==> src/rtl/assert_macros.svh <==
// Assertion helpers shared by the reassembler RTL.
// Each check is sampled on the rising edge of clk and is off while rst_n is low.
`ifndef ASSERT_MACROS_SVH
`define ASSERT_MACROS_SVH
`ifndef SYNTHESIS
`define RFR_ASSERT(lbl, prop) \
    lbl: assert property (@(posedge clk) disable iff (!rst_n) (prop)) \
        else $error("reassembler check failed");
`define RFR_NEVER(lbl, cond) \
    lbl: assert property (@(posedge clk) disable iff (!rst_n) !(cond)) \
        else $error("reassembler forbidden condition seen");
`else
`define RFR_ASSERT(lbl, prop)
`define RFR_NEVER(lbl, cond)
`endif
`endif

==> src/rtl/rfr_pkg.sv <==
`default_nettype none

package rfr_pkg;

    localparam int MAX_PAYLOAD_DEF = 512;
    localparam int HEADER_BYTES    = 12;
    localparam int HDR_KEEP        = 10;
    localparam logic [9:0]  WCNT_MAX        = 10'd1023;
    localparam logic [7:0]  MAGIC_0         = 8'h4C;
    localparam logic [7:0]  MAGIC_1         = 8'h52;
    localparam logic [15:0] TIMEOUT_RESET   = 16'd2000;
    localparam logic [7:0]  VERSION_RESET   = 8'd1;
    localparam logic [31:0] SEQ_MAX         = 32'hFFFF_FFFF;

    typedef enum logic [1:0] {
        KIND_WRITE = 2'd0,
        KIND_READ  = 2'd1,
        KIND_DISC  = 2'd2,
        KIND_NONE  = 2'd3
    } kind_t;

    typedef enum logic [2:0] {
        ST_OK      = 3'd0,
        ST_UNSUP   = 3'd1,
        ST_BAD_LEN = 3'd2,
        ST_BAD_VAL = 3'd3,
        ST_NO_RES  = 3'd4
    } status_t;

    typedef enum logic [7:0] {
        REG_TIMEOUT = 8'd0,
        REG_VERSION = 8'd1
    } reg_index_t;

    typedef enum logic [1:0] {
        SINK_OK    = 2'd0,
        SINK_NOMEM = 2'd1
    } sink_t;

    typedef struct packed {
        logic [1:0]  kind;
        logic [7:0]  conn_id;
        logic [7:0]  data_byte;
        logic        first_byte;
        logic        last_byte;
        logic [9:0]  write_len;
        logic        unsupported_write;
        logic [31:0] now_ms;
        logic [1:0]  sink_status;
        logic [8:0]  read_index;
    } in_item_t;

    typedef struct packed {
        logic [2:0]  status;
        logic [9:0]  accepted_len;
        logic        deliver;
        logic        duplicate;
        logic [9:0]  message_len;
        logic [7:0]  read_data;
        logic [31:0] expected_sequence;
    } out_item_t;

    // Classified item handed from the front part to the back part.
    typedef struct packed {
        kind_t       kind;
        logic [7:0]  conn_id;
        logic [7:0]  data_byte;
        logic        first_byte;
        logic        last_byte;
        logic [9:0]  write_len;
        logic        unsupported_write;
        logic [31:0] now_ms;
        logic [1:0]  sink_status;
        logic [8:0]  read_index;
    } cmd_t;

    function automatic logic [31:0] seq_after(input logic [31:0] s);
        return (s == SEQ_MAX) ? 32'd1 : s + 32'd1;
    endfunction

    function automatic logic [31:0] seq_before(input logic [31:0] s);
        return (s == 32'd1) ? SEQ_MAX : s - 32'd1;
    endfunction

endpackage

`default_nettype wire

==> src/rtl/rfr_front.sv <==
`default_nettype none

`include "assert_macros.svh"

module rfr_front
    import rfr_pkg::*;
(
    input  wire logic     clk,
    input  wire logic     rst_n,
    input  wire logic     in_valid,
    output logic          in_stall,
    input  wire in_item_t in_data,
    input  wire logic     pop,
    output logic          q_valid,
    output cmd_t          q_head
);

    // Two-entry queue between the front and the back part.
    cmd_t       slot_reg [2];
    logic       rd_ptr_reg, rd_ptr_next;
    logic       wr_ptr_reg, wr_ptr_next;
    logic [1:0] count_reg, count_next;
    logic       push, keep;
    cmd_t       cmd;

    // Items of the unused kind are accepted and dropped here.
    always_comb
    begin
        cmd.kind              = kind_t'(in_data.kind);
        cmd.conn_id           = in_data.conn_id;
        cmd.data_byte         = in_data.data_byte;
        cmd.first_byte        = in_data.first_byte;
        cmd.last_byte         = in_data.last_byte;
        cmd.write_len         = in_data.write_len;
        cmd.unsupported_write = in_data.unsupported_write;
        cmd.now_ms            = in_data.now_ms;
        cmd.sink_status       = in_data.sink_status;
        cmd.read_index        = in_data.read_index;
    end

    assign in_stall = (count_reg == 2'd2);
    assign push     = in_valid && !in_stall;
    assign keep     = push && (cmd.kind != KIND_NONE);
    assign q_valid  = (count_reg != 2'd0);
    assign q_head   = slot_reg[rd_ptr_reg];

    always_comb
    begin
        rd_ptr_next = rd_ptr_reg ^ pop;
        wr_ptr_next = wr_ptr_reg ^ keep;
        count_next  = count_reg + {1'b0, keep} - {1'b0, pop};
    end

    always_ff @(posedge clk or negedge rst_n)
    begin
        if (!rst_n)
        begin
            rd_ptr_reg <= 1'b0;
            wr_ptr_reg <= 1'b0;
            count_reg  <= 2'd0;
        end
        else
        begin
            rd_ptr_reg <= rd_ptr_next;
            wr_ptr_reg <= wr_ptr_next;
            count_reg  <= count_next;
        end
    end

    always_ff @(posedge clk)
    begin
        if (keep)
        begin
            slot_reg[wr_ptr_reg] <= cmd;
        end
    end

    `RFR_NEVER(a_count_range, count_reg == 2'd3)
    `RFR_NEVER(a_pop_empty, pop && !q_valid)
    `RFR_ASSERT(a_ptr_count, (count_reg == 2'd1) |-> (rd_ptr_reg != wr_ptr_reg))

endmodule

`default_nettype wire

==> config.mk <==
export PLATFORM = sky130hd
export DESIGN_NAME = rfr_front
export DESIGN_NICKNAME = d
export VERILOG_FILES = /design/src/rtl/rfr_pkg.sv /design/src/rtl/rfr_front.sv
export VERILOG_INCLUDE_DIRS = /design/src /design/src/rtl
export SDC_FILE = /design/constraint.sdc
export NUM_CORES = 1
export LEC_CHECK = 0
export BUFFER_PORTS_ARGS = -buffer_cell sky130_fd_sc_hd__buf_2
export CORE_ASPECT_RATIO = 1.25
export CORE_UTILIZATION = 35
export DETAILED_ROUTE_END_ITERATION = 10
export PLACE_DENSITY = 0.64
export SYNTH_ARGS = -nofsm -noshare
export SYNTH_HDL_FRONTEND = slang
export SYNTH_SLANG_ARGS = --single-unit
==> constraint.sdc <==
create_clock -name clk -period 8.9 [get_ports clk]
set_clock_uncertainty 0.05 [all_clocks]
set_input_delay 0.445 -clock clk [delete_from_list [all_inputs] [get_ports clk]]
set_output_delay 0.445 -clock clk [all_outputs]
set_load 0.02 [all_outputs]
* Word-level counts from Yosys, hierarchy flattened
Memories as Yosys holds them, arrays and structs flattened. Index checks and enable logic that the tools add are counted.
Operators by class: add/subtract/negate cells 2, multipliers 0, divide/modulo/power cells 0, magnitude comparators 0, equality and inequality tests 2, shifts and indexed selects 0, mux-type cells 2, bitwise gates (word level) 2, reduce and logical (&&, ||, !) cells 4
Operator list (number):
- adder 2 x 1 -> 2 bit | 1
- == test 2 bit (second input constant) | 1
- logical AND 1 bit | 2
- two-way mux 1 bit | 2
- inequality test 2 bit (second input constant) | 1
- nonzero test 2 bit | 1
- subtractor 2 x 1 -> 2 bit | 1
- bitwise XOR 1 bit | 2
- zero test 1 bit | 1
Storage, ports and cells: bits in registers 4, bits in latches 0, memory bits (writable) 148, memory bits (read-only) 0, bits of input ports 78, output and inout bits 76, word-level logic and storage cells 16, memories 1
Memory list:
- slot_reg | words 2, width 74, rd ports 1, clocked after Yosys merged registers in 0, write ports 1, RTL line rfr_front.sv:19 | cmd_t slot_reg [2];

* Longest topological paths before layout
word-level depth 6, gate-level depth with buffers 6

* Worst setup path after synthesis
No wires, ideal clock.
kind register -> register, start register count_reg[1], end memory slot_reg[1][0] in the netlist's numbering (enable), arrival time 2.793 ns, data required time 8.409 ns, path slack 5.616 ns, stages on the path, launching flop included 4, path buffers 0, cells stage by stage dfrtp_1 > nor2b_1 > a211oi_1 > ha_1
On the way: longest elaborated chain between the ends 6
Ends and longest elaborated chain:
- start: declaration | RTL line rfr_front.sv:22 | logic [1:0] count_reg, count_next;
- start signal: assignment | RTL line rfr_front.sv:66 | count_reg <= count_next;
- == test 2 bit | RTL line rfr_front.sv:41 | assign in_stall = (count_reg == 2'd2);
- net in_stall | RTL line rfr_front.sv:11 | output logic in_stall,
- zero test 1 bit | RTL line rfr_front.sv:42 | assign push = in_valid && !in_stall;
- logical AND 1 bit | RTL line rfr_front.sv:42
- logical AND 1 bit | RTL line rfr_front.sv:43 | assign keep = push && (cmd.kind != KIND_NONE);
- two-way mux 1 bit | RTL line rfr_front.sv:72 | if (keep)
- two-way mux 1 bit (not written as such) | RTL line rfr_front.sv:74 | slot_reg[wr_ptr_reg] <= cmd;
- end: declaration | RTL line rfr_front.sv:19
The timed path passes the listed nets, and every way through them passes these cells.

==> impl_metrics.tcl <==
set metrics [dict create \
    cts.sinks 152 \
    synth-compound-area-share 0.001304 \
    totalWireLength_um 10030 \
    irDropWorstVdd_uv 185.8 \
    place_hpwl_um 6228 \
    overflow 0 \
    cp.required_ns 8.41 \
    total_leakage_power_nw 2.853 \
    cp_max_fo 47 \
    clockBufferDepth 2 \
    largest_reg_flops 148 \
    cts_tree "yes" \
    cts_root_buf "clkbuf_16" \
    start_kind "register" \
    nets 497 \
    synthSimpleGateAreaFrac 0.002173 \
    synth_fa_ha_area_frac 0.008692 \
    ys_top_cells_by_area "edfxtp_1 (77%), mux2_4 (13%), mux2_2 (4.7%)" \
    grt_first_pass_wirelength_um 15670 \
    drc 0 \
    dpl.cell_count 611 \
    gp_congestion 0.6876 \
    rsz0062_at_grt "false" \
    drive_above_1_share 0.6098 \
    die_h_um 145.4 \
    ys_types 13 \
    grt_pass1_vias 3132 \
    gr-usage-all-layers 0.1268 \
    synth_seq_area_share 0.7892 \
    hold_viol_final 0 \
    endpoint_kind "output pin" \
    tightest_slew_ns 1.077 \
    design.die.area_um2 16970 \
    syn_to_final_growth_pct 26.81 \
    critPathKind "register to output pin" \
    worstHoldEndpoint "slot_reg[0][64]$_DFFE_PP_" \
    vias_per_cell 4.349 \
    std_cell_rows 52 \
    synthCells 249 \
    final_cell_count_no_fill 644 \
    min_period_ns 3.020 \
    clkLatencyLatePin_ns 0.42 \
    regToRegEndpoint "slot_reg[1][44]$_DFFE_PP_" \
    final_common_cell "buf_2" \
    die_w_um 116.7 \
    stdcell_area_um2 7302 \
    synth_fp_nets 331 \
    hold_class "input pin to register" \
    rr_worst_depth 3 \
    status "completed" \
    p_total_mw 2.415 \
    reg2reg_setup_slack_ns 6.29 \
    coreArea_um2 16140 \
    mostFrequentLayoutCells "buf_2 (153), edfxtp_1 (148), mux2_4 (50)" \
    antenna_found_initial 0 \
    arrival_ns 2.53 \
    yosysTopAreaCell "edfxtp_1" \
    synth_top_area_frac 0.7718 \
    synth_area_um2 5758 \
    antenna_left 0 \
    drt-initial-drc-count 132 \
    postSynthAreaPerCell_um2 23.12 \
    synth_xor_area_frac 0.004563 \
    fin_crit_sh 0.3394 \
    timing.hold.ws_ns 0.1631 \
    num_antenna_cells 0 \
    tns_ns 0 \
    min_from "in_data[64]" \
    muxShareOfSynthArea 0.1773 \
    cap_violations 0 \
    final_max_slew_viol_count 0 \
    holdPathStages 1 \
    clk_pin_slew_ns 0.06 \
    power.density_nw_per_um2 330.7 \
    relSlewSlack 0.2818 \
    ys_warn_count 0 \
    setup_viol 0 \
    synth_top_family_by_area "multiplexers" \
    fmax_ghz 0.3311 \
    r2r-start "count_reg[1]$_DFF_PN0_" \
    grt_max_degree 75 \
    cts_buffers 17 \
    dr.pass1.iters 4 \
    wl_per_cell_um 15.57 \
    ys_ff_latch 152 \
    numPortBuffers 153 \
    cts_htree_levels 4 \
    vias 2801 \
    initial_utilization 0.3569 \
    placed_area_um2 6753 \
    pin_count 154 \
]
[kinds of logic after synthesis]
| kind of cell | count (synthesis) |
|---|---|
| xor gates and xnor gates | 3 |
| DFF | 152 |
| adders and majority gates | 4 |
| buffers and inverters | 13 |
| AOI/OAI and AO/OA | 1 |
| muxes | 74 |
| and+or+nand+nor | 2 |
[critical path, stage by stage, from the launching register on]
cell     delay [ns]
dfrtp_4        0.75
buf_4          0.74
mux2_2         0.42
buf_2          0.16
[report_power, final]
group | internal [mW] | leakage (nW) | switching (mW)
Sequential | 0.942 | 1.41 | 0.0655
Combinational | 0.336 | 1.19 | 0.417
Clock | 0.380 | 0.256 | 0.275
[metrics by stage]
step	utilization	setup WS [ns]
finish	0.4525	5.880
global route	0.4525	5.737
CTS	0.4525	5.799
detailed placement	0.4185	6.200
global placement	0.4185	6.278
floorplan	-	5.616
[layer usage]
| layer | up-vias | share of wire | track usage |
|---|---|---|---|
| met3 | 16 | 0.064 | 0.04373 |
| met2 | 109 | 0.51 | 0.2142 |
| met5 | - | 0 | 0 |
| met4 | 0 | 0.019 | 0.05886 |
| li1 | 1315 | - | - |
| met1 | 1361 | 0.41 | 0.1417 |
[worst max-delay path by stage]
stage / start / endpoint
floorplan: count_reg[1]$_DFF_PN0_ / slot_reg[1][0]$_DFFE_PP_
global placement: rd_ptr_reg$_DFF_PN0_ / q_head[66]
detailed placement: in_data[72] / slot_reg[0][49]$_DFFE_PP_
CTS: rd_ptr_reg$_DFF_PN0_ / q_head[72]
global route: rd_ptr_reg$_DFF_PN0_ / q_head[4]
finish: rd_ptr_reg$_DFF_PN0_ / q_head[72]
[area by class of cell]
class,instances,area (µm²)
well taps,216,270.3
inverters,5,18.77
fillers,1446,8833
clock inverters,14,110.1
repair buffers,155,783.3
clock buffers,18,429.2
flip-flops and latches,152,4548
multi-input cells,84,1142
[cells in the mapped netlist]
cell type / instances
buf_6: 6
dfrtp_1: 4
nor2b_1: 1
inv_1: 5
xnor2_1: 2
buf_2: 2
ha_1: 4
mux2_2: 24
xor2_1: 1
a211oi_1: 1
edfxtp_1: 148
mux2_4: 50
or2_2: 1
[timing repair]
action | in CTS | in global routing
gates resized for setup | 0 | 0
endpoints found under the hold margin | 4 | 0
buffers inserted | 0 | 0
hold buffers | 1 | 0
No activity file was read; power rests on OpenSTA's default activity.
